===== src/rtl/core/utf8dc_pkg.sv =====
// shared types and constants for the utf-8 decoder and width classifier
`default_nettype none

package utf8dc_pkg;

   // width classes reported on the final byte of a string
   localparam logic [2:0] CLASS_ASCII   = 3'd0;
   localparam logic [2:0] CLASS_BYTE    = 3'd1;
   localparam logic [2:0] CLASS_WORD    = 3'd2;
   localparam logic [2:0] CLASS_WIDE    = 3'd3;
   localparam logic [2:0] CLASS_INVALID = 3'd4;

   // byte and code point limits
   localparam logic [7:0]  BYTE_ASCII_MAX = 8'h7F;
   localparam logic [7:0]  BYTE_CONT_MIN  = 8'h80;
   localparam logic [7:0]  BYTE_BAD_MAX   = 8'hC1;
   localparam logic [7:0]  BYTE_LEAD2_END = 8'hE0;
   localparam logic [7:0]  BYTE_LEAD3_END = 8'hF0;
   localparam logic [7:0]  BYTE_LEAD4_END = 8'hF8;
   localparam logic [20:0] CODE_ASCII_MAX = 21'h00007F;
   localparam logic [20:0] CODE_BYTE_MAX  = 21'h0000FF;
   localparam logic [20:0] CODE_WORD_MAX  = 21'h00FFFF;
   localparam logic [15:0] COUNT_OUT_MAX  = 16'hFFFF;

   typedef struct packed {
      logic [7:0] data_byte;
      logic       last_byte;
   } req_type;

   typedef struct packed {
      logic        code_ready;
      logic [20:0] code_value;
      logic        string_end;
      logic [2:0]  string_class;
      logic [15:0] code_count;
      logic        had_error;
   } rsp_type;

endpackage

`default_nettype wire


===== src/rtl/core/utf8_decode_and_classify.sv =====
// top level: streaming utf-8 decoder with per-string width classification
// an accepted byte's result beat is registered and appears on rsp in the next cycle
// throughput: one byte per cycle while rsp is not stalled; the result register drains while the next byte loads
// reset: synchronous, active high; clears decoder state, the mode register and rsp_valid
// after reset the block takes a byte in the very first cycle, no clearing pass
`default_nettype none

module utf8_decode_and_classify
   import utf8dc_pkg::*;
#(
   parameter int COUNT_BITS = 16
) (
   input  wire logic    clock,
   input  wire logic    reset,
   // input byte channel
   input  wire logic    req_valid,
   output logic         req_stall,
   input  wire req_type req_payload,
   // result channel
   output logic         rsp_valid,
   input  wire logic    rsp_stall,
   output rsp_type      rsp_payload,
   // mode register
   input  wire logic    csr_write_enable,
   input  wire logic    csr_write_data
);

   // decoder phase codes; anything above the deepest wait behaves as aborted
   localparam logic [2:0] PH_ACCEPT = 3'd0;
   localparam logic [2:0] PH_ABORT  = 3'd1;
   localparam logic [2:0] PH_WAIT1  = 3'd2;
   localparam logic [2:0] PH_WAIT2  = 3'd3;
   localparam logic [2:0] PH_WAIT3  = 3'd4;

   // wide enough view of the count for saturating into the 16-bit field
   localparam int COUNT_WIDE = (COUNT_BITS > 16) ? COUNT_BITS : 16;
   localparam logic [COUNT_BITS-1:0] COUNT_SAT = {COUNT_BITS{1'b1}};

   // mode register
   logic recover_ff;

   // per-string state
   logic [2:0]            phase_ff,   phase_in;
   logic [20:0]           partial_ff, partial_in;
   logic [20:0]           largest_ff, largest_in;
   logic [COUNT_BITS-1:0] count_ff,   count_in;
   logic                  error_ff,   error_in;

   // result register
   logic    rsp_valid_ff, rsp_valid_in;
   rsp_type rsp_ff,       rsp_in;

   // per-byte decode results
   logic        accept;
   logic        ready;
   logic        bad;
   logic [20:0] value;
   logic [20:0] shifted;
   logic [7:0]  data;
   logic [COUNT_WIDE-1:0] count_wide;

   function automatic logic [2:0] recover_on_error_phase(input logic recover);
      return recover ? PH_ACCEPT : PH_ABORT;
   endfunction

   // take a byte unless in reset, or a result is held and the far side is stalling
   assign req_stall = reset | (rsp_valid_ff & rsp_stall);
   assign accept    = req_valid & ~req_stall;
   assign data      = req_payload.data_byte;

   // continuation folds six payload bits in under the partial code
   assign shifted = {partial_ff[14:0], data[5:0]};

   // byte decode: lead/continuation state machine
   always_comb begin
      phase_in   = phase_ff;
      partial_in = partial_ff;
      ready      = 1'b0;
      bad        = 1'b0;
      value      = '0;
      unique case (phase_ff) inside
         PH_ACCEPT: begin
            if (data <= BYTE_ASCII_MAX) begin
               ready = 1'b1;
               value = {13'd0, data};
            end else if (data <= BYTE_BAD_MAX || data >= BYTE_LEAD4_END) begin
               // stray continuation, overlong two-byte lead or five-plus byte lead
               bad = 1'b1;
            end else if (data < BYTE_LEAD2_END) begin
               partial_in = {16'd0, data[4:0]};
               phase_in   = PH_WAIT1;
            end else if (data < BYTE_LEAD3_END) begin
               partial_in = {17'd0, data[3:0]};
               phase_in   = PH_WAIT2;
            end else begin
               partial_in = {18'd0, data[2:0]};
               phase_in   = PH_WAIT3;
            end
         end
         PH_WAIT1, PH_WAIT2, PH_WAIT3: begin
            if (data[7:6] != BYTE_CONT_MIN[7:6]) begin
               bad = 1'b1;
            end else begin
               partial_in = shifted;
               if (phase_ff == PH_WAIT1) begin
                  phase_in = PH_ACCEPT;
                  ready    = 1'b1;
                  value    = shifted;
               end else begin
                  phase_in = phase_ff - 3'd1;
               end
            end
         end
         default: begin
            // aborted string: swallow bytes until the final one
            phase_in = PH_ABORT;
         end
      endcase
      if (bad) begin
         phase_in = recover_on_error_phase(recover_ff);
      end
   end

   // running maximum, saturating count and sticky error flag
   always_comb begin
      largest_in = largest_ff;
      count_in   = count_ff;
      error_in   = error_ff | bad;
      if (ready) begin
         if (value > largest_ff) begin
            largest_in = value;
         end
         if (count_ff != COUNT_SAT) begin
            count_in = count_ff + COUNT_BITS'(1);
         end
      end
   end

   assign count_wide = COUNT_WIDE'(count_in);

   // result beat for this byte
   always_comb begin
      rsp_in              = '0;
      rsp_in.code_ready   = ready;
      rsp_in.code_value   = value;
      rsp_in.string_end   = req_payload.last_byte;
      if (req_payload.last_byte) begin
         rsp_in.had_error = error_in;
         if (phase_in == PH_ABORT) begin
            rsp_in.string_class = CLASS_INVALID;
         end else begin
            if (largest_in > CODE_WORD_MAX) begin
               rsp_in.string_class = CLASS_WIDE;
            end else if (largest_in > CODE_BYTE_MAX) begin
               rsp_in.string_class = CLASS_WORD;
            end else if (largest_in > CODE_ASCII_MAX) begin
               rsp_in.string_class = CLASS_BYTE;
            end else begin
               rsp_in.string_class = CLASS_ASCII;
            end
            // the port field is 16 bits whatever the internal count width
            if (count_wide > COUNT_WIDE'(COUNT_OUT_MAX)) begin
               rsp_in.code_count = COUNT_OUT_MAX;
            end else begin
               rsp_in.code_count = count_wide[15:0];
            end
         end
      end
   end

   // result register holds until taken, reloads when a byte is accepted
   always_comb begin
      rsp_valid_in = rsp_valid_ff & rsp_stall;
      if (accept) begin
         rsp_valid_in = 1'b1;
      end
   end

   always_ff @(posedge clock) begin
      if (reset) begin
         recover_ff   <= 1'b0;
         phase_ff     <= PH_ACCEPT;
         partial_ff   <= '0;
         largest_ff   <= '0;
         count_ff     <= '0;
         error_ff     <= 1'b0;
         rsp_valid_ff <= 1'b0;
      end else begin
         if (csr_write_enable) begin
            recover_ff <= csr_write_data;
         end
         rsp_valid_ff <= rsp_valid_in;
         if (accept) begin
            if (req_payload.last_byte) begin
               // final byte closes the string: trailing partial sequence dropped
               phase_ff   <= PH_ACCEPT;
               partial_ff <= '0;
               largest_ff <= '0;
               count_ff   <= '0;
               error_ff   <= 1'b0;
            end else begin
               phase_ff   <= phase_in;
               partial_ff <= partial_in;
               largest_ff <= largest_in;
               count_ff   <= count_in;
               error_ff   <= error_in;
            end
         end
      end
   end

   // payload register needs no reset
   always_ff @(posedge clock) begin
      if (accept) begin
         rsp_ff <= rsp_in;
      end
   end

   assign rsp_valid   = rsp_valid_ff;
   assign rsp_payload = rsp_ff;

endmodule

`default_nettype wire


===== config.mk =====
export PLATFORM = sky130hd
export DESIGN_NAME = utf8_decode_and_classify
export DESIGN_NICKNAME = d
export VERILOG_FILES = /design/src/rtl/core/utf8dc_pkg.sv /design/src/rtl/core/utf8_decode_and_classify.sv
export SDC_FILE = /design/constraint.sdc
export NUM_CORES = 1
export LEC_CHECK = 0
export BUFFER_PORTS_ARGS = -buffer_cell sky130_fd_sc_hd__buf_2
export CAP_MARGIN = 10
export CORE_MARGIN = 2
export CORE_UTILIZATION = 63
export CTS_CLUSTER_SIZE = 40
export DETAILED_ROUTE_END_ITERATION = 10
export HOLD_SLACK_MARGIN = 0.03
export PLACE_DENSITY = 0.88
export SYNTH_ARGS = -nofsm -noshare
export SYNTH_HDL_FRONTEND = slang
export SYNTH_SLANG_ARGS = --single-unit

===== constraint.sdc =====
create_clock -name clock -period 6.7 [get_ports clock]
set_input_delay 1.34 -clock clock [delete_from_list [all_inputs] [get_ports clock]]
set_output_delay 1.34 -clock clock [all_outputs]
set_load 0.005 [all_outputs]

==> results.md <==
## Outcome
• run status: complete, no violations

## Hold path
• end point of the worst hold path: partial_ff[14]$_SDFFE_PP0P_
• Hold Path Stages: 1
• worst min-delay path startpoint: partial_ff[14]$_SDFFE_PP0P_
• Worst Hold Class: reg2reg

## Routing
• average wire per cell in the routed design: 17.7 um
• overall via count from detail_route: 4139
• DRC violation count after routing: 0
• DRC marker count from the first detailed-route iteration: 462
• remaining antenna violation count: 0
• number of search-and-repair iterations in the first detailed-routing pass: 5
• routed wire length: 11700 um
• routed via count divided by cell count: 6.27

## Layout
• synth-to-layout area growth: 10.1%
• Filler cells: 546
• fraction of layout instances using a drive strength above 1: 0.161
• Ant. Diodes: 0
• Finished Core Util: 0.717
• Post-Layout Cell Count: 660
• net total in the final layout: 594

## Clock network
• Hold Buf Count CTS: 0
• root cell of the clock tree: sky130_fd_sc_hd__clkbuf_8
• cts repair resizes: 0
• H-tree depth reported by CTS: 3
• total clock buffers created by CTS: 9
• clock tree from TritonCTS: built
• later-pin clock latency in the skew report: 360 ps
• clock slew at the register clock pins of the worst setup and hold paths: 90 ps
• post-CTS setup repair buffer count: 0
• clock tree sinks: 101
• number of buffers between clock root and the deepest sink: 2

## Timing
• post-layout minimum cycle time: 4450 ps
• Hold Fails Final Rpt: 0
• count of final setup violators: 0
• Max-slew headroom: 0.496
• worst slew pin tran: 755 ps
• max frequency: 225 MHz
• Final WS setup: 2250 ps
• max-slew violation count: 0
• RSZ-0062 raised after global routing: false
• Post-Route Skew: 13.2 ps
• Post-Route Setup TNS: 0 ps
• Tcrit/Tclk final: 0.664

## Synthesis
• most frequent cell after synthesis: sky130_fd_sc_hd__dfxtp_1
• Synth area leaders: sky130_fd_sc_hd__edfxtp_1, sky130_fd_sc_hd__dfxtp_1, sky130_fd_sc_hd__ha_1
• Post-synth top flop: sky130_fd_sc_hd__dfxtp_1
• number of enable flip-flop cells after synthesis: 43
• netlist area before placement: 5030 um^2
• Mapped Nets: 546
• Synth cell types: 61
• most frequent cells after synthesis: sky130_fd_sc_hd__dfxtp_1, sky130_fd_sc_hd__edfxtp_1, sky130_fd_sc_hd__nor2_1
• Synth top area share: 0.257
• cell count after synthesis: 505
• biggest area consumer among synthesized cells: sky130_fd_sc_hd__edfxtp_1
• Async S/R FF share, synth: 0
• Synth Warn #: 0
• Post-Syn Area per Cell: 9.96 um^2
• Yosys reg bits: 101
• proportion of synthesized chip area in sequential cells: 0.488

## Power
• Pwr Density: 204 nW/um^2
• power consumption: 1.13 mW
• P_leak: 2.15 nW
• Max IR drop VDD: 0.000122 V

## GRT
• combined global-route utilization of all metal layers: 0.274
• global-route wire length before repair: 18900 um
• pin count of the biggest net entering global routing: 58
• number of antenna violations at the first check in global routing: 0
• global route total overflow: 0
• via count of the first global-routing pass: 3949

## Floorplan
• Core Box Area: 7730 um^2
• Initial Util: 0.651
• vertical die dimension: 93.4 um
• num rows: 32
• DIE WIDTH: 93.4 um
• number of primary I/O pins: 60
• DIE AREA: 8710 um^2

## Setup path
• number of buffer and inverter instances along the worst setup path: 1
• FF-to-FF setup slack: 2540 ps
• critical path capture point type: register
• crit-path cells: buf_2 -> nand3b_4 -> a211oi_4 -> and2_1 -> ha_1 -> a21oi_1 -> a21oi_1 -> o21ai_0 -> nand4_1 -> and3_1 -> and2_1 -> a22o_1
• signal arrival time at the worst endpoint: 4700 ps
• Largest delay share family, worst path: simple AND/OR/NAND/NOR gates
• depth of the most critical reg-to-reg path: 12
• WS Path Type: in2reg
• destination of the worst register-to-register timing path: largest_ff[15]$_SDFFE_PP0P_
• source of the worst register-to-register timing path: phase_ff[1]$_SDFFE_PP0P_
• required time of the critical path: 6960 ps
• largest stage delay on the critical path: 660 ps
• largest driver fanout on the critical path: 16
• Max stage delay cell, worst path: sky130_fd_sc_hd__a211oi_4
• Worst setup SP type: input pin

## Placement
• DP Wirelength: 8320 um
• post-placement setup slack: 1920 ps
• Final Wtd Congestion: 0.950
• # placed instances: 644
• number of buffer cells added on primary ports: 59

## Run
• total of max-cap violations: 0

[sequential cells by signal, indices dropped and copies added (netlist names)]
register,cells
partial_ff,15
largest_ff,21
rsp_payload,43
phase_ff,3
rsp_valid,1
count_ff,16
recover_ff,1
error_ff,1
[where the power goes]
group	internal (mW)	total, mW	switching (mW)
sequential	0.655	0.661	0.00567
combinational	0.0401	0.118	0.0774
clock	0.156	0.354	0.197
[worst max path at each step]
stage,from,endpoint,slack [ps],cells after the start
finish,req_payload[7],largest_ff[15]$_SDFFE_PP0P_,2250,12
global route,req_payload[7],largest_ff[15]$_SDFFE_PP0P_,1970,12
global placement,req_payload[7],largest_ff[17]$_SDFFE_PP0P_,2120,12
CTS,req_payload[7],largest_ff[15]$_SDFFE_PP0P_,2260,12
detailed placement,req_payload[7],largest_ff[13]$_SDFFE_PP0P_,1920,12
floorplan,req_payload[8],largest_ff[10]$_SDFFE_PP0P_,2220,15
[placed cells by master, fill, tap and decap left out, types with 4 or more instances in the layout]
cell,count
sky130_fd_sc_hd__nor3_1,9
sky130_fd_sc_hd__a22oi_1,4
sky130_fd_sc_hd__mux2i_1,5
sky130_fd_sc_hd__buf_2,59
sky130_fd_sc_hd__edfxtp_1,43
sky130_fd_sc_hd__a21oi_1,37
sky130_fd_sc_hd__nor4_1,7
sky130_fd_sc_hd__clkbuf_8,11
sky130_fd_sc_hd__xnor2_1,5
sky130_fd_sc_hd__or3_1,5
sky130_fd_sc_hd__a21o_1,4
sky130_fd_sc_hd__o21ai_0,19
sky130_fd_sc_hd__a31oi_1,6
sky130_fd_sc_hd__a22o_1,34
sky130_fd_sc_hd__nor2_1,43
sky130_fd_sc_hd__nand2b_1,4
sky130_fd_sc_hd__nand3_1,19
sky130_fd_sc_hd__inv_1,27
sky130_fd_sc_hd__and2_1,22
sky130_fd_sc_hd__nand4_1,10
sky130_fd_sc_hd__nor2b_1,4
sky130_fd_sc_hd__xor2_1,7
sky130_fd_sc_hd__nand2_1,27
sky130_fd_sc_hd__dfxtp_1,58
sky130_fd_sc_hd__and3_1,7
sky130_fd_sc_hd__ha_1,26
[per-stage QoR]
step | hold slack, ps | cell area [um^2]
5_1_grt | 510 | 5540
6_report | 483 | 5540
3_3_place_gp | 462 | 5360
4_1_cts | 485 | 5540
3_5_place_dp | 462 | 5360
2_1_floorplan | 440 | 5030
[final cells by class]
cell class	instances	area (um^2)	share of cell area
flip-flops and latches	101	2450	0.443
well taps	102	128	0.0230
clock buffers	13	159	0.0287
inverters	29	109	0.0197
multi-input cells	350	2350	0.425
clock inverters	3	18.8	0.00339
repair buffers	62	318	0.0574
[worst reg2reg max path, stage by stage, from the launching register on]
cell and delay [ps]:
sky130_fd_sc_hd__dfxtp_1 510, sky130_fd_sc_hd__ha_1 380, sky130_fd_sc_hd__nand3b_4 130, sky130_fd_sc_hd__a211oi_4 660, sky130_fd_sc_hd__and2_1 250, sky130_fd_sc_hd__ha_1 260
sky130_fd_sc_hd__a21oi_1 180, sky130_fd_sc_hd__a21oi_1 80, sky130_fd_sc_hd__o21ai_0 210, sky130_fd_sc_hd__nand4_1 370, sky130_fd_sc_hd__and3_1 440, sky130_fd_sc_hd__and2_1 350
sky130_fd_sc_hd__a22o_1 240
[layer usage]
| layer | vias up | wire length [um] | GRT usage |
|---|---|---|---|
| met4 | 0 | 275 | 0.100 |
| met1 | 1957 | 4800 | 0.358 |
| met2 | 202 | 5790 | 0.462 |
| met3 | 34 | 843 | 0.0427 |
| li1 | 1946 | - | - |
| met5 | - | 0 | 0 |
[logic make-up after synthesis]
family | Yosys count | share of synthesized area
compound gates | 133 | 0.186
buf+inv | 54 | 0.0458
mux | 5 | 0.00995
flops | 101 | 0.488
xor+xnor | 12 | 0.0209
simple gates | 174 | 0.185
fa+ha+maj | 26 | 0.0647
No activity file was read; power rests on OpenSTA's default activity.
